[src/hdl/sha_pkg.sv]
// SHA-256 engine package: round constants, initial hash values and shared types.
// No dependencies.
`default_nettype none
package sha_pkg;
    localparam int LENGTH_BITS = 64;

    typedef struct packed {
        logic       cmd_block;   // compress the 16 words carried
        logic       cmd_final;   // after this block emit the digest
        logic [511:0] words;
    } blk_cmd_t;

    function automatic logic [31:0] round_k(input logic [5:0] i);
        logic [31:0] k;
        case (i)
            6'd0: k = 32'h428a2f98; 6'd1: k = 32'h71374491; 6'd2: k = 32'hb5c0fbcf;
            6'd3: k = 32'he9b5dba5; 6'd4: k = 32'h3956c25b; 6'd5: k = 32'h59f111f1;
            6'd6: k = 32'h923f82a4; 6'd7: k = 32'hab1c5ed5; 6'd8: k = 32'hd807aa98;
            6'd9: k = 32'h12835b01; 6'd10: k = 32'h243185be; 6'd11: k = 32'h550c7dc3;
            6'd12: k = 32'h72be5d74; 6'd13: k = 32'h80deb1fe; 6'd14: k = 32'h9bdc06a7;
            6'd15: k = 32'hc19bf174; 6'd16: k = 32'he49b69c1; 6'd17: k = 32'hefbe4786;
            6'd18: k = 32'h0fc19dc6; 6'd19: k = 32'h240ca1cc; 6'd20: k = 32'h2de92c6f;
            6'd21: k = 32'h4a7484aa; 6'd22: k = 32'h5cb0a9dc; 6'd23: k = 32'h76f988da;
            6'd24: k = 32'h983e5152; 6'd25: k = 32'ha831c66d; 6'd26: k = 32'hb00327c8;
            6'd27: k = 32'hbf597fc7; 6'd28: k = 32'hc6e00bf3; 6'd29: k = 32'hd5a79147;
            6'd30: k = 32'h06ca6351; 6'd31: k = 32'h14292967; 6'd32: k = 32'h27b70a85;
            6'd33: k = 32'h2e1b2138; 6'd34: k = 32'h4d2c6dfc; 6'd35: k = 32'h53380d13;
            6'd36: k = 32'h650a7354; 6'd37: k = 32'h766a0abb; 6'd38: k = 32'h81c2c92e;
            6'd39: k = 32'h92722c85; 6'd40: k = 32'ha2bfe8a1; 6'd41: k = 32'ha81a664b;
            6'd42: k = 32'hc24b8b70; 6'd43: k = 32'hc76c51a3; 6'd44: k = 32'hd192e819;
            6'd45: k = 32'hd6990624; 6'd46: k = 32'hf40e3585; 6'd47: k = 32'h106aa070;
            6'd48: k = 32'h19a4c116; 6'd49: k = 32'h1e376c08; 6'd50: k = 32'h2748774c;
            6'd51: k = 32'h34b0bcb5; 6'd52: k = 32'h391c0cb3; 6'd53: k = 32'h4ed8aa4a;
            6'd54: k = 32'h5b9cca4f; 6'd55: k = 32'h682e6ff3; 6'd56: k = 32'h748f82ee;
            6'd57: k = 32'h78a5636f; 6'd58: k = 32'h84c87814; 6'd59: k = 32'h8cc70208;
            6'd60: k = 32'h90befffa; 6'd61: k = 32'ha4506ceb; 6'd62: k = 32'hbef9a3f7;
            6'd63: k = 32'hc67178f2;
            default: k = 32'h0;
        endcase
        return k;
    endfunction

    function automatic logic [255:0] init_hash();
        return {32'h6a09e667, 32'hbb67ae85, 32'h3c6ef372, 32'ha54ff53a,
                32'h510e527f, 32'h9b05688c, 32'h1f83d9ab, 32'h5be0cd19};
    endfunction
endpackage
`default_nettype wire

[src/hdl/sha_core.sv]
// Back end: 64-round compression, one round per cycle, and digest word output.
// Depends on sha_pkg.
`default_nettype none
module sha_core
    import sha_pkg::*;
(
    input  wire logic       clk,
    input  wire logic       rst_n,
    input  wire logic       cmd_valid,
    output logic            cmd_stall,
    input  wire blk_cmd_t   cmd,
    output logic            out_valid,
    input  wire logic       out_stall,
    output logic [31:0]     digest_word,
    output logic [2:0]      word_index,
    output logic            last_word
);
    typedef enum logic [3:0] {
        S_IDLE = 4'b0001, S_RUN = 4'b0010, S_ADD = 4'b0100, S_EMIT = 4'b1000
    } state_t;

    state_t        st_reg, st_next;
    logic [255:0]  h_reg, h_next;
    logic [31:0]   v_reg [8];
    logic [31:0]   v_next [8];
    logic [511:0]  w_reg, w_next;
    logic [5:0]    rnd_reg, rnd_next;
    logic          fin_reg, fin_next;
    logic [2:0]    idx_reg, idx_next;
    logic [31:0]   w, x, y, t0, t1, s0, s1;

    function automatic logic [31:0] rotr(input logic [31:0] a, input int n);
        return (a >> n) | (a << (32 - n));
    endfunction

    assign cmd_stall   = (st_reg != S_IDLE);
    assign out_valid   = (st_reg == S_EMIT);
    assign digest_word = h_reg[255 - 32*idx_reg -: 32];
    assign word_index  = idx_reg;
    assign last_word   = (idx_reg == 3'd7);

    always_comb
    begin
        // window: word 0 at top holds w[r]
        x  = w_reg[479:448];
        y  = w_reg[63:32];
        s0 = rotr(x, 7) ^ rotr(x, 18) ^ (x >> 3);
        s1 = rotr(y, 17) ^ rotr(y, 19) ^ (y >> 10);
        w  = w_reg[511:480];
        t0 = (rotr(v_reg[0], 2) ^ rotr(v_reg[0], 13) ^ rotr(v_reg[0], 22))
           + ((v_reg[0] & v_reg[1]) | (v_reg[1] & v_reg[2]) | (v_reg[2] & v_reg[0]));
        t1 = (rotr(v_reg[4], 6) ^ rotr(v_reg[4], 11) ^ rotr(v_reg[4], 25))
           + (v_reg[6] ^ (v_reg[4] & (v_reg[5] ^ v_reg[6]))) + v_reg[7]
           + round_k(rnd_reg) + w;

        st_next  = st_reg;
        h_next   = h_reg;
        v_next   = v_reg;
        w_next   = w_reg;
        rnd_next = rnd_reg;
        fin_next = fin_reg;
        idx_next = idx_reg;
        case (st_reg)
            S_IDLE:
            begin
                if (cmd_valid)
                begin
                    w_next   = cmd.words;
                    fin_next = cmd.cmd_final;
                    rnd_next = 6'd0;
                    for (int k = 0; k < 8; k++)
                        v_next[k] = h_reg[255 - 32*k -: 32];
                    st_next = S_RUN;
                end
            end
            S_RUN:
            begin
                for (int k = 7; k > 0; k--)
                    v_next[k] = v_reg[k - 1];
                v_next[4] = v_reg[3] + t1;
                v_next[0] = t0 + t1;
                // advance window; new word = w[r-16]+w[r-7]+s0+s1
                w_next = {w_reg[479:0],
                          w_reg[511:480] + w_reg[223:192] + s0 + s1};
                rnd_next = rnd_reg + 6'd1;
                if (rnd_reg == 6'd63)
                    st_next = S_ADD;
            end
            S_ADD:
            begin
                for (int k = 0; k < 8; k++)
                    h_next[255 - 32*k -: 32] = h_reg[255 - 32*k -: 32] + v_reg[k];
                idx_next = 3'd0;
                st_next  = fin_reg ? S_EMIT : S_IDLE;
            end
            S_EMIT:
            begin
                if (!out_stall)
                begin
                    idx_next = idx_reg + 3'd1;
                    if (idx_reg == 3'd7)
                    begin
                        h_next  = init_hash();
                        st_next = S_IDLE;
                    end
                end
            end
            default: st_next = S_IDLE;
        endcase
    end

    always_ff @(posedge clk or negedge rst_n)
    begin
        if (!rst_n)
        begin
            st_reg  <= S_IDLE;
            h_reg   <= init_hash();
            rnd_reg <= '0;
            fin_reg <= 1'b0;
            idx_reg <= '0;
        end
        else
        begin
            st_reg  <= st_next;
            h_reg   <= h_next;
            rnd_reg <= rnd_next;
            fin_reg <= fin_next;
            idx_reg <= idx_next;
        end
    end

    always_ff @(posedge clk)
    begin
        v_reg <= v_next;
        w_reg <= w_next;
    end
endmodule
`default_nettype wire

[config.mk]
export PLATFORM = sky130hd
export DESIGN_NAME = sha_core
export DESIGN_NICKNAME = d
export VERILOG_FILES = /design/src/hdl/sha_pkg.sv /design/src/hdl/sha_core.sv
export SDC_FILE = /design/constraint.sdc
export NUM_CORES = 2
export LEC_CHECK = 0
export ABC_AREA = 1
export BUFFER_PORTS_ARGS = -buffer_cell sky130_fd_sc_hd__buf_2
export CAP_MARGIN = 20
export CORE_MARGIN = 4
export CORE_UTILIZATION = 45
export DETAILED_ROUTE_END_ITERATION = 10
export MAX_ROUTING_LAYER = met4
export PLACE_DENSITY = 0.59
export SYNTH_ARGS = -nofsm -noshare
export SYNTH_HDL_FRONTEND = slang
export SYNTH_SLANG_ARGS = --single-unit
export TNS_END_PERCENT = 20
[constraint.sdc]
create_clock -name clk -period 24.3 [get_ports clk]
set_input_delay 3.645 -clock clk [delete_from_list [all_inputs] [get_ports clk]]
set_output_delay 3.645 -clock clk [all_outputs]
set_load 0.01 [all_outputs]
; After elaboration in Yosys (flattened, before gate mapping)
; Memories as Yosys holds them, arrays and structs flattened.
; Cells that the tools add are included.
[totals]
reg_bits = 1038
rom_bits = 2048
in_bits = 518
output_inout_bits = 38
wordCells = 98
mem_count = 1
[op_classes]
addsub = 21
eq_ne = 11
shift = 1
n_mux = 17
n_bitwise = 26
n_reduce_logical = 7
[memory_table]
columns = memory, depth, width, rd, rd_ports_with_merged_regs, wr, line
row1 = (no name shown), 64, 32, 1, 0, 0, sha_pkg.sv:15  ; case (i)
[ops]
columns = op, n
row1 = 256-bit case mux with 2 select lines, 2
row2 = 512-bit case mux with 2 select lines, 1
row3 = 256-bit two-way mux, 3
row4 = 32-bit adder, 18
row5 = 512-bit two-way mux, 1
row6 = 287-bit by 33-bit indexed part select with 32-bit output, 1
row7 = 32-bit bitwise XOR, 8
row8 = 32-bit AND, 4
row9 = 32-bit bitwise OR, 2
row10 = 10-bit by 32-bit bitwise OR with 32-bit output, 1
row11 = 13-bit by 32-bit bitwise OR with 32-bit output, 1
row12 = 14-bit by 32-bit bitwise OR with 32-bit output, 1
row13 = 15-bit by 32-bit bitwise OR with 32-bit output, 1
row14 = 19-bit by 32-bit bitwise OR with 32-bit output, 1
row15 = 21-bit by 32-bit bitwise OR with 32-bit output, 1
row16 = 25-bit by 32-bit bitwise OR with 32-bit output, 1
row17 = 26-bit by 32-bit bitwise OR with 32-bit output, 1
row18 = 30-bit by 32-bit bitwise OR with 32-bit output, 1
row19 = 7-bit by 32-bit bitwise OR with 32-bit output, 1
row20 = 32-bit by 22-bit bitwise XOR with 32-bit output, 1
row21 = 32-bit by 29-bit bitwise XOR with 32-bit output, 1
row22 = 4-bit two-way mux, 5
row23 = 4-bit case mux with 4 select lines, 1
row24 = 6-bit case mux with 2 select lines, 1
row25 = other kinds (19), 24

; Longest topological paths before layout
[logic_depth]
word_depth = 9
depth_mapped = 41
depth_no_buf = 40

; Least setup slack after synthesis
; OpenSTA, ideal clock, no wires.
[synth_timing]
path_type = in2reg
startpoint = in cmd_valid
endpoint = reg v_reg[0] (netlist name), enable pin
setup_time_ps = 5378
arrival_time_ps = 16128
setup_slack_ps = 2794
path_stages = 2
path_buffers = 0
path_cell_list = nand2_1 > nand2_1
[synth_between]
elab_chain_len = 2
[synth_lines]
columns = element, line
row1 = start: declaration, sha_core.sv:9  ; input wire logic cmd_valid,
row2 = 2-bit inequality test (no line), n/a
row3 = 2-bit AND reduction (no line), n/a
row4 = end signal: assignment, sha_core.sv:134  ; v_reg <= v_next;
row5 = end: declaration, sha_core.sv:24  ; logic [31:0] v_reg [8];
; No other way between the ends.
; A chain may end at the register's enable or synchronous reset.

==> flow_summary.json <==
{
  "rows": 151,
  "yosys_warnings": 0,
  "critPathSlowestCell": "dfrtp_1",
  "ctsHoldBuffers": 0,
  "critical_path.startpoint": "rnd_reg[0]",
  "num_io_pins": 556,
  "worstPathRequired_ns": 24.80,
  "hold_violations": 0,
  "path_clk_slew_ns": 0.06,
  "ant_nets": 0,
  "startpoint_type": "register",
  "drtIter0Drc": 9171,
  "synthesis.nets": 10900,
  "ys_ff_latch": 1038,
  "async_flop_share_pct": 26.0,
  "synth_edf_count": 768,
  "synth_most_common_cell": "nand2_1",
  "numCtsBuffers": 119,
  "whs_path_depth": 2,
  "synth_top_cell_area_share_pct": 30.2,
  "rsz0062_at_grt": "false",
  "synth_commonest_cells": "nand2_1, inv_1, o21ai_0",
  "grt_max_degree": 214,
  "core_um2": 169000,
  "postLayoutCellArea_um2": 85300,
  "cts_resized": 0,
  "port_buffers": 554,
  "synth_ff_type": "edfxtp_1",
  "fmax_mhz": 103,
  "r2r_end": "v_reg[242]",
  "drive_gt1_share_pct": 9.93,
  "synthesis.area_um2": 76500,
  "cts_tree": "yes",
  "slew_violations": 0,
  "min_to": "w_reg[406]",
  "die-width_um": 420,
  "rr_startpoint": "rnd_reg[0]",
  "holdCritStartpoint": "w_reg[374]",
  "start_util_pct": 45.2,
  "endpoint_kind": "register",
  "nets": 11300,
  "r2r_slack_ns": 14.60,
  "firstDrtPassIters": 6,
  "grt_pass1_vias": 66100,
  "hp-class": "reg2reg",
  "cts_num_sinks": 1038,
  "gp_congestion": 1.01,
  "cts.htree.levels": 3,
  "path_max_fanout": 14,
  "dieHeight_um": 420,
  "synth_area_leaders": "edfxtp_1, nand2_1, ha_1",
  "finalSetupTns_ns": 0,
  "status": "finished clean",
  "viasPerCell": 5.73,
  "final_util_pct": 50.5,
  "drc": 0,
  "largest_register_ffs": 512,
  "overflow": 0,
  "drt_wl_total_um": 333000,
  "area_growth_pct": 11.6,
  "die_area_um2": 177000,
  "slew_headroom_pct": 12.8,
  "grt_pass1_wl_um": 466000,
  "tightest_slew_ns": 1.31,
  "critPathMaxStageDelay_ns": 0.91,
  "post_synth.cell_area_avg_um2": 7.82,
  "syn_inst": 9777,
  "vias": 71800,
  "synth_top_area_cell": "edfxtp_1",
  "cp.arrival_ns": 10.20,
  "cts_setup_buffers": 0,
  "crit_type": "reg2reg",
  "post_dp_cell_area_um2": 81200,
  "r2r.worst_path.cells": 30,
  "clockRootBuffer": "clkbuf_16",
  "cts_max_path_buffers": 3,
  "globalRouteTotalUtil_pct": 37.4,
  "insertion_delay_ns": 0.79,
  "whs_ns": 0.506,
  "post-route-period-util_pct": 39.9,
  "grt_antenna_before_repair": 48,
  "maxCapViolations": 0,
  "synth_seq_area_share_pct": 39.2,
  "ys_types": 69,
  "finalCriticalPeriod_ns": 9.70,
  "wl_per_cell_um": 26.6,
  "fin_skew_ns": 0.0602,
  "setup_viol": 0,
  "dp_hpwl_um": 260000
}
-- cell type report --
class	count	area (µm²)
diodes	29	72.6
clock buffers	154	3230
clock inverters	67	792
fillers	16700	83800
inverters	1254	4730
multi-input cells	7138	40300
flip-flops and latches	1038	30000
well taps	2218	2780
repair buffers	625	3420
-- logic make-up (layout without fill, tap and decap cells) --
kind of cell	Yosys count	count (layout)	share of synthesized area, %
flops	1038	1038	39.2
simple gates	4010	4010	20.8
xor+xnor	377	377	4.32
compound gates	2157	2157	15.9
fa+ha+maj	594	594	11.6
other cells	0	29	0
buf+inv	1601	2100	8.12
-- critical path: cells and delay by family, from the launching register on --
family	cells	cell delay, ns
xor+xnor	1	0.59
compound gates	9	2.14
buf+inv	5	1.08
simple gates	9	2.00
fa+ha+maj	6	2.69
flops	1	0.91
-- routing by layer --
| layer | part of all wire [%] | wire (µm) | GRT usage, % | vias to the layer above |
|---|---|---|---|---|
| met1 | 43 | 143000 | 52.4 | 34400 |
| met3 | 9.9 | 32900 | 7.92 | 595 |
| li1 | - | - | - | 33200 |
| met5 | 0 | 0 | - | - |
| met4 | 4.6 | 15400 | 14.4 | 0 |
| met2 | 43 | 141000 | 53.0 | 3566 |
-- cell usage in the layout (no fill, tap or decap), drive strengths merged, types with 170 or more instances in the layout --
master  instances
xor2          207
nor2          570
fa            197
nand2        2924
edfxtp        768
o21ai         965
a21oi         654
nand3         307
xnor2         170
buf           621
ha            397
inv          1255
-- how the worst max path moves through the flow --
stage                      end  cells after the start
finish              v_reg[242]                     30
global route        v_reg[252]                     32
CTS                 v_reg[242]                     30
detailed placement  v_reg[242]                     30
global placement    v_reg[255]                     31
floorplan             v_reg[0]                      2
-- metrics by stage --
stage	cells	worst slack, ns
after global routing	12500	14.38
after global placement	12300	15.01
after detailed placement	12300	14.98
final	12500	14.60
after CTS	12500	15.02
after floorplan	9777	2.79
Power is left out: the tool's default activity adds up to more than one toggle a clock period on the data nets, which glitch-free logic cannot reach.
