==> config.mk <==
export PLATFORM = sky130hd
export DESIGN_NAME = sha_packer
export DESIGN_NICKNAME = d
export VERILOG_FILES = /design/src/hdl/sha_pkg.sv /design/src/hdl/sha_packer.sv
export SDC_FILE = /design/constraint.sdc
export NUM_CORES = 2
export LEC_CHECK = 0
export ABC_AREA = 1
export BUFFER_PORTS_ARGS = -buffer_cell sky130_fd_sc_hd__buf_2
export CAP_MARGIN = 10
export CORE_MARGIN = 2
export CORE_UTILIZATION = 39
export CTS_CLUSTER_DIAMETER = 60
export CTS_CLUSTER_SIZE = 12
export DETAILED_ROUTE_END_ITERATION = 10
export PLACE_DENSITY_LB_ADDON = 0.3
export SYNTH_ARGS = -nofsm -noshare
export SYNTH_HDL_FRONTEND = slang
export SYNTH_SLANG_ARGS = --single-unit
==> constraint.sdc <==
create_clock -name clk -period 18.5 [get_ports clk]
set_input_delay 1.85 -clock clk [delete_from_list [all_inputs] [get_ports clk]]
set_output_delay 1.85 -clock clk [all_outputs]
set_load 0.1 [all_outputs]
==> src/hdl/sha_pkg.sv <==
// SHA-256 engine package: round constants, initial hash values and shared types.
// No dependencies.
`default_nettype none
package sha_pkg;
    localparam int LENGTH_BITS = 64;

    typedef struct packed {
        logic       cmd_block;   // compress the 16 words carried
        logic       cmd_final;   // after this block emit the digest
        logic [511:0] words;
    } blk_cmd_t;

    function automatic logic [31:0] round_k(input logic [5:0] i);
        logic [31:0] k;
        case (i)
            6'd0: k = 32'h428a2f98; 6'd1: k = 32'h71374491; 6'd2: k = 32'hb5c0fbcf;
            6'd3: k = 32'he9b5dba5; 6'd4: k = 32'h3956c25b; 6'd5: k = 32'h59f111f1;
            6'd6: k = 32'h923f82a4; 6'd7: k = 32'hab1c5ed5; 6'd8: k = 32'hd807aa98;
            6'd9: k = 32'h12835b01; 6'd10: k = 32'h243185be; 6'd11: k = 32'h550c7dc3;
            6'd12: k = 32'h72be5d74; 6'd13: k = 32'h80deb1fe; 6'd14: k = 32'h9bdc06a7;
            6'd15: k = 32'hc19bf174; 6'd16: k = 32'he49b69c1; 6'd17: k = 32'hefbe4786;
            6'd18: k = 32'h0fc19dc6; 6'd19: k = 32'h240ca1cc; 6'd20: k = 32'h2de92c6f;
            6'd21: k = 32'h4a7484aa; 6'd22: k = 32'h5cb0a9dc; 6'd23: k = 32'h76f988da;
            6'd24: k = 32'h983e5152; 6'd25: k = 32'ha831c66d; 6'd26: k = 32'hb00327c8;
            6'd27: k = 32'hbf597fc7; 6'd28: k = 32'hc6e00bf3; 6'd29: k = 32'hd5a79147;
            6'd30: k = 32'h06ca6351; 6'd31: k = 32'h14292967; 6'd32: k = 32'h27b70a85;
            6'd33: k = 32'h2e1b2138; 6'd34: k = 32'h4d2c6dfc; 6'd35: k = 32'h53380d13;
            6'd36: k = 32'h650a7354; 6'd37: k = 32'h766a0abb; 6'd38: k = 32'h81c2c92e;
            6'd39: k = 32'h92722c85; 6'd40: k = 32'ha2bfe8a1; 6'd41: k = 32'ha81a664b;
            6'd42: k = 32'hc24b8b70; 6'd43: k = 32'hc76c51a3; 6'd44: k = 32'hd192e819;
            6'd45: k = 32'hd6990624; 6'd46: k = 32'hf40e3585; 6'd47: k = 32'h106aa070;
            6'd48: k = 32'h19a4c116; 6'd49: k = 32'h1e376c08; 6'd50: k = 32'h2748774c;
            6'd51: k = 32'h34b0bcb5; 6'd52: k = 32'h391c0cb3; 6'd53: k = 32'h4ed8aa4a;
            6'd54: k = 32'h5b9cca4f; 6'd55: k = 32'h682e6ff3; 6'd56: k = 32'h748f82ee;
            6'd57: k = 32'h78a5636f; 6'd58: k = 32'h84c87814; 6'd59: k = 32'h8cc70208;
            6'd60: k = 32'h90befffa; 6'd61: k = 32'ha4506ceb; 6'd62: k = 32'hbef9a3f7;
            6'd63: k = 32'hc67178f2;
            default: k = 32'h0;
        endcase
        return k;
    endfunction

    function automatic logic [255:0] init_hash();
        return {32'h6a09e667, 32'hbb67ae85, 32'h3c6ef372, 32'ha54ff53a,
                32'h510e527f, 32'h9b05688c, 32'h1f83d9ab, 32'h5be0cd19};
    endfunction
endpackage
`default_nettype wire

==> src/hdl/sha_packer.sv <==
// Front end: packs message bytes into 512-bit blocks and builds padding blocks.
// Depends on sha_pkg.
`default_nettype none
module sha_packer
    import sha_pkg::*;
(
    input  wire logic       clk,
    input  wire logic       rst_n,
    input  wire logic       in_valid,
    output logic            in_stall,
    input  wire logic [7:0] data_byte,
    input  wire logic       byte_present,
    input  wire logic       is_last,
    output logic            cmd_valid,
    input  wire logic       cmd_stall,
    output blk_cmd_t        cmd
);
    logic [511:0] buf_reg, buf_next;
    logic [63:0]  cnt_reg, cnt_next;
    logic         pend_reg, pend_next;   // second padding block still owed
    logic         cv_reg, cv_next;
    blk_cmd_t     cmd_reg, cmd_next;
    logic [5:0]   pos, pos2;
    logic [511:0] wb, fin;
    logic [63:0]  cnt1, bits;

    assign cmd_valid = cv_reg;
    assign cmd       = cmd_reg;
    // hold input while a command waits or a padding block is owed
    assign in_stall  = cv_reg | pend_reg;

    always_comb
    begin
        pos  = cnt_reg[5:0];
        wb   = buf_reg;
        cnt1 = cnt_reg;
        if (byte_present)
        begin
            wb[511 - 8*pos -: 8] = data_byte;
            cnt1 = cnt_reg + 64'd1;
        end
        pos2 = cnt1[5:0];
        bits = {cnt1[60:0], 3'b000};
        if (LENGTH_BITS < 64)
            bits = bits & ((64'd1 << LENGTH_BITS) - 64'd1);
        fin = wb;
        for (int i = 0; i < 64; i++)
            if (i[5:0] > pos2)
                fin[511 - 8*i -: 8] = 8'h00;
        fin[511 - 8*pos2 -: 8] = 8'h80;
        if (pos2 < 6'd56)
            fin[63:0] = bits;

        buf_next  = buf_reg;
        cnt_next  = cnt_reg;
        pend_next = pend_reg;
        cv_next   = cv_reg & cmd_stall;
        cmd_next  = cmd_reg;
        if (!cv_next && pend_reg)
        begin
            // the owed block was parked whole in buf_reg
            cv_next  = 1'b1;
            cmd_next = '{cmd_block: 1'b1, cmd_final: 1'b1, words: buf_reg};
            pend_next = 1'b0;
        end
        else if (in_valid && !in_stall)
        begin
            buf_next = wb;
            cnt_next = cnt1;
            if (is_last)
            begin
                cnt_next = 64'd0;
                cv_next  = 1'b1;
                if (byte_present && pos == 6'd63)
                begin
                    // last byte fills the block: send it, then a pad-only block
                    cmd_next  = '{cmd_block: 1'b1, cmd_final: 1'b0, words: wb};
                    pend_next = 1'b1;
                    buf_next  = {8'h80, 440'd0, bits};
                end
                else if (pos2 >= 6'd56)
                begin
                    cmd_next  = '{cmd_block: 1'b1, cmd_final: 1'b0, words: fin};
                    pend_next = 1'b1;
                    buf_next  = {448'd0, bits};
                end
                else
                    cmd_next = '{cmd_block: 1'b1, cmd_final: 1'b1, words: fin};
            end
            else if (byte_present && pos == 6'd63)
            begin
                cv_next  = 1'b1;
                cmd_next = '{cmd_block: 1'b1, cmd_final: 1'b0, words: wb};
            end
        end
    end

    always_ff @(posedge clk or negedge rst_n)
    begin
        if (!rst_n)
        begin
            cnt_reg  <= '0;
            pend_reg <= 1'b0;
            cv_reg   <= 1'b0;
        end
        else
        begin
            cnt_reg  <= cnt_next;
            pend_reg <= pend_next;
            cv_reg   <= cv_next;
        end
    end

    always_ff @(posedge clk)
    begin
        buf_reg <= buf_next;
        cmd_reg <= cmd_next;
    end
endmodule
`default_nettype wire

After elaboration in Yosys (flattened, before gate mapping)
Cells that the tools add are included.
W data, S select, Z words.
Word-level totals
  output and inout port bits: 516
  bits in registers: 1092
Operators by class
  $add $sub $neg: 5
  mux-type cells: 88
  order comparisons: 66
  shift-type cells: 4
  reduce and logical (&&, ||, !) cells: 16
  equal/unequal tests: 1
  bitwise logic cells: 3
Operator list (count)
  $mux W512: 6
  $shift A8 B34 Y519 const A: 2
  $mux W514: 2
  $mux W513: 2
  $bwmux W512: 2
  $shiftx A8 B34 Y519: 1
  $shiftx A8 B34 Y519 const A: 1
  $mux W8: 64
  $gt A6 B6 Y1 const A: 32
  $mux W64: 3
  $gt A5 B6 Y1 const A: 16
  $neg A32 Y34: 2
  $add A64 B1 Y64 const B: 1
  $gt A4 B6 Y1 const A: 8
  $gt A3 B6 Y1 const A: 4
  $sub A9 B9 Y10 const A: 2
  $gt A1 B6 Y1 const A: 2
  $gt A2 B6 Y1 const A: 2
  $mux W1: 9
  $reduce_bool A2 Y1: 4
  $eq A6 B6 Y1 const B: 1
  $ge A6 B6 Y1 const B: 1
  $lt A6 B6 Y1 const B: 1
  $reduce_and A2 Y1: 3
  7 further kinds: 12

Longest topological paths before layout
  depth after elaboration: 13
  gate-level depth with buffers: 16
  mapped depth without buffers: 14

Worst setup path before layout
Ideal clock, no wire load.
  path type: input to register
  start: input in_valid
  end: register buf_reg[0] (enable)
  data arrival time: 16.147 ns
  required time: 17.422 ns
  path buffers: 1
  setup slack: 1.274 ns
  stages: 3
  path through: nand3_1 -> inv_1 -> clkbuf_1
Between the ends
  longest elaborated chain between the ends: 2
RTL lines
  from (decl): line sha_packer.sv:9  | input wire logic in_valid,
  $logic_and A1 B1 Y1: line sha_packer.sv:66  | else if (in_valid && !in_stall)
  $reduce_and A2 Y1 (no source line)
  to (signal assigned): line sha_packer.sv:116  | buf_reg <= buf_next;
  to (decl): line sha_packer.sv:18  | logic [511:0] buf_reg, buf_next;
No other way between the ends.
A chain may end at the register's enable or synchronous reset.

Final worst setup path
  start: register cnt_reg[3]
  end: register buf_reg[484] (data pin)
Between the ends
  longest elaborated chain between the ends: 8
  elaborated cells between the ends (all ways): 14
  those cells by class: 3 x add/sub; 1 x order compare; 1 x eq/ne; 2 x shift; 6 x mux; 1 x reduce/logical
RTL lines
  from (decl): line sha_packer.sv:19  | logic [63:0] cnt_reg, cnt_next;
  from (signal assigned): line sha_packer.sv:108  | cnt_reg <= cnt_next;
  $sub A9 B9 Y10: line sha_packer.sv:39  | wb[511 - 8*pos -: 8] = data_byte;
  $neg A32 Y34: line sha_packer.sv:39
  $shiftx A8 B34 Y519 or $shift A8 B34 Y519 (tied branches): line sha_packer.sv:39
  $bwmux W512: line sha_packer.sv:39
  $mux W512: line sha_packer.sv:37  | if (byte_present)
  $mux W512: line sha_packer.sv:81  | else if (pos2 >= 6'd56)
  $mux W512: line sha_packer.sv:74  | if (byte_present && pos == 6'd63)
  $mux W512 *: line sha_packer.sv:70  | if (is_last)
Every way passes the cells marked *; elsewhere a longest branch is shown, timed or not. The select of a mux whose other input is x is not followed.

==> summary.txt <==
Yosys
  • Synth area leaders: edfxtp_1 58%, nand2_1 11%, o21ai_0 6.9%
  • Synth Area in XOR/XNOR: 0.531%
  • Yosys warning total: 0
  • Largest family of logic cells by synthesized area: simple AND/OR/NAND/NOR gates
  • Fraction of registers with async set/reset: 5.79%
  • Cell area after synthesis: 53,200 µm²
  • Multiplexer area fraction after synthesis: 0.127%
  • Register area share after synthesis: 60.8%
  • Post-synthesis compound-gate area fraction: 12.3%
  • Synthesized netlist cell count: 5,788
  • Unique cell type count in the Yosys netlist: 53
  • Area share of fa/ha/maj cells after synthesis: 0.141%
  • Seq cells post-synth: 1,088
  • Primary FF master, synth: edfxtp_1
  • Synth area leader: edfxtp_1
  • Post-synth EDFFs: 1,024
  • Share of the synthesized area in the top cell type: 57.8%
  • Avg Synthesized Cell Area: 9.20 µm²
  • Simple-gate share of the synthesized area: 20.7%
  • Mapped Nets: 5,808

STA
  • TNS Setup: 0 ns
  • Post-layout minimum cycle time: 6.66 ns
  • Final Hold Viols: 0
  • Rel. slew slack: 16.8%
  • Crit share post-route: 36.0%
  • Unrepaired setup endpoints after global routing: no
  • Max Clock Freq: 150 MHz
  • WHS: 0.479 ns
  • Pin slew with the least headroom to its limit: 1.24 ns
  • Clk_skew: 0.0484 ns
  • Fin. max-slew vios: 0
  • Finish-stage setup viols: 0

GRT
  • Total gr overflow: 0
  • Largest net degree at the start of global routing: 187
  • First-pass GRT wire length: 280 mm
  • Vias in the first global route: 40.5k
  • Total track usage: 27.3%
  • Initial antenna violation count: 23

Worst setup path
  • Worst reg2reg startpoint: cnt_reg[3]
  • Crit path depth: 14
  • FF-to-FF End: buf_reg[484]
  • CP startpoint: cnt_reg[3]
  • R2R depth: 14
  • Critical path arrival: 7.13 ns
  • Worst Path Required: 18.96 ns
  • Critical Path Start Type: flip-flop
  • Crit-path most repeated cell: buf_4
  • Critical Path Sink: buf_reg[484]
  • Critical Path Fanout Max: 185
  • Highest-delay cell along the critical path: buf_4
  • Reg2reg setup slack: 11.84 ns
  • Worst-path cell chain: buf_4 -> inv_2 -> buf_4 -> o21ai_1 -> nand2_2 -> inv_2 -> nand3_2 -> inv_2 -> nand2_1 -> nand2_4 -> buf_12 -> buf_4 -> buf_4 -> nor2_1
  • Worst setup EP type: flip-flop
  • CP top delay family: buffers and inverters
  • Critical Path Max Stage Delay: 0.91 ns
  • Critical path class: flip-flop to flip-flop
  • Buf/Inv on CP: 8

Layout
  • Cell area after layout: 60,700 µm²
  • Area of the multi-input gates: 18,000 µm²
  • Fill cell count: 13.2k
  • Layout cells sized above 1: 13.3%
  • Sequential cell area: 32,300 µm²
  • Largest register FFs: 513
  • Synthesis-to-layout area growth: 14.1%
  • # nets final: 6,216

Die
  • Site Rows: 135
  • Initial core utilization: 39.3%
  • Core area: 135,000 µm²
  • Full die area: 139,000 µm²
  • Ports: 530
  • Die Ht: 373 µm
  • Die width: 373 µm

Pwr
  • Max IR drop VDD: 241 µV
  • Leakage: 23.2 nW
  • Power per Cell Area: 201 nW/µm²

Drt
  • Final wirelength: 197 mm
  • Antenna viol nets, final: 0
  • Vias: 44.5k
  • # DRC: 0
  • DRT Pass-1 Iters: 6
  • DR WL/cell: 24.5 µm
  • Vias per cell: 5.54
  • Number of DRC markers in iteration 0: 5,928

Clocking
  • Clk pin slew, worst setup/hold paths: 0.06 ns
  • CTS Hold Buffers Added: 0
  • Count of clock tree sinks: 1,088
  • Clock root buffer: clkbuf_16
  • Post-CTS Setup Repair Bufs: 0
  • Later-pin clock latency in the skew report: 0.77 ns
  • Num CTS Buffers: 116
  • CTS tree: yes
  • # resized after CTS: 0
  • H-tree levels: 3
  • Longest Clk Path Bufs: 3

Flow run
  • Max-cap violation count: 0

Placement
  • # port buffers: 528
  • HPWL after detailed placement: 139 mm
  • Dpl cell area: 57,200 µm²
  • Gpl congestion: 1.00

Run status
  • Status: complete, no violations

Worst hold path
  • Worst hold path type: flip-flop to flip-flop
## synthesized netlist by cell type, drive strengths merged (2+ instances only)
| master | instances |
|---|---|
| dfrtp | 63 |
| o21a | 23 |
| edfxtp | 1024 |
| clkinv | 5 |
| o22ai | 61 |
| nor2 | 983 |
| and2 | 4 |
| o22a | 2 |
| nand2 | 1538 |
| nor3 | 14 |
| o21bai | 2 |
| o31ai | 73 |
| nand3b | 5 |
| mux2 | 6 |
| a21oi | 131 |
| a21boi | 3 |
| a22o | 42 |
| nand3 | 186 |
| a32o | 7 |
| nand4 | 29 |
| inv | 406 |
| xor2 | 28 |
| buf | 113 |
| ha | 6 |
| o21ai | 771 |
| or2 | 30 |
| a31oi | 30 |
| clkbuf | 174 |
| o211ai | 10 |
| a22oi | 13 |
## layout make-up
type,count,share of cell area [%]
Tap cell,1781,3.67
Inverter,411,2.57
Timing Repair Buffer,577,5.07
Multi-Input combinational cell,4002,29.7
Clock inverter,41,0.725
Clock buffer,132,5.00
Sequential cell,1088,53.3
Antenna cell,5,0.0206
## cell families after synthesis
logic type,count (synthesis)
adders and majority gates,6
xor gates and xnor gates,28
AOI/OAI and AO/OA,1170
and+or+nand+nor,2791
buffers and inverters,698
muxes,6
other,1
DFF,1088
## worst min-delay path by stage
stage / from / endpoint / slack (ns) / cells after the start
6_report: cmd[512] / cmd[512] / 0.48 / 2
5_1_grt: cmd[512] / cmd[512] / 0.53 / 2
4_1_cts: cmd[512] / cmd[512] / 0.48 / 2
3_5_place_dp: cmd[512] / cmd[512] / 0.46 / 2
3_3_place_gp: cmd[512] / cmd[512] / 0.45 / 2
2_1_floorplan: cnt_reg[54] / cnt_reg[54] / 0.49 / 2
## placed cells by master (no fill, tap or decap), types with 21 or more instances in the layout
cell type | netlist | routed
nand2_1 | 1530 | 1527
edfxtp_1 | 1024 | 1024
nor2_1 | 968 | 967
o21ai_0 | 739 | 739
buf_2 | 52 | 528
inv_1 | 395 | 393
nand3_1 | 185 | 185
a21oi_1 | 128 | 128
clkbuf_16 | 0 | 119
o31ai_1 | 73 | 73
dfrtp_1 | 63 | 62
o22ai_1 | 61 | 61
buf_4 | 33 | 43
a22o_1 | 42 | 42
a31oi_1 | 30 | 30
or2_2 | 30 | 30
nand4_1 | 29 | 29
xor2_1 | 26 | 26
o21a_1 | 23 | 23
o21ai_1 | 21 | 21
## metrics by stage
step | utilization [%] | std cells | setup WS, ns | total power, mW
2_1_floorplan | - | 5788 | 1.27 | 8.98
3_3_place_gp | 42.2 | 7858 | 11.08 | 9.91
3_5_place_dp | 42.2 | 7858 | 10.97 | 9.95
4_1_cts | 44.8 | 8031 | 11.75 | 12.2
5_1_grt | 44.8 | 8034 | 11.39 | 12.6
6_report | 44.8 | 8037 | 11.84 | 12.2
## worst reg2reg max path, cell delays in order, from the launching register on
cell and delay, ns:
dfrtp_2 0.85, buf_4 0.48, inv_2 0.05, buf_4 0.35, o21ai_1 0.22, nand2_2 0.27
inv_2 0.29, nand3_2 0.35, inv_2 0.25, nand2_1 0.16, nand2_4 0.59, buf_12 0.52
buf_4 0.85, buf_4 0.92, nor2_1 0.22
## power by group
part           internal, mW  switching [mW]  leakage [nW]
registers              3.90           0.403          10.6
clock network          1.23            1.01          1.69
logic                 0.788            4.85          10.9
total                  5.92            6.26          23.2
## routing by layer
layer  vias up  global-route usage, %  part of all wire (%)
li1      20400                      -                     -
met1     21300                   36.1                    39
met2      2327                   42.5                    46
met3       421                   6.38                   9.9
met4        16                   12.7                   5.1
met5         -                      0                 0.048
No activity file was read; power rests on OpenSTA's default activity.
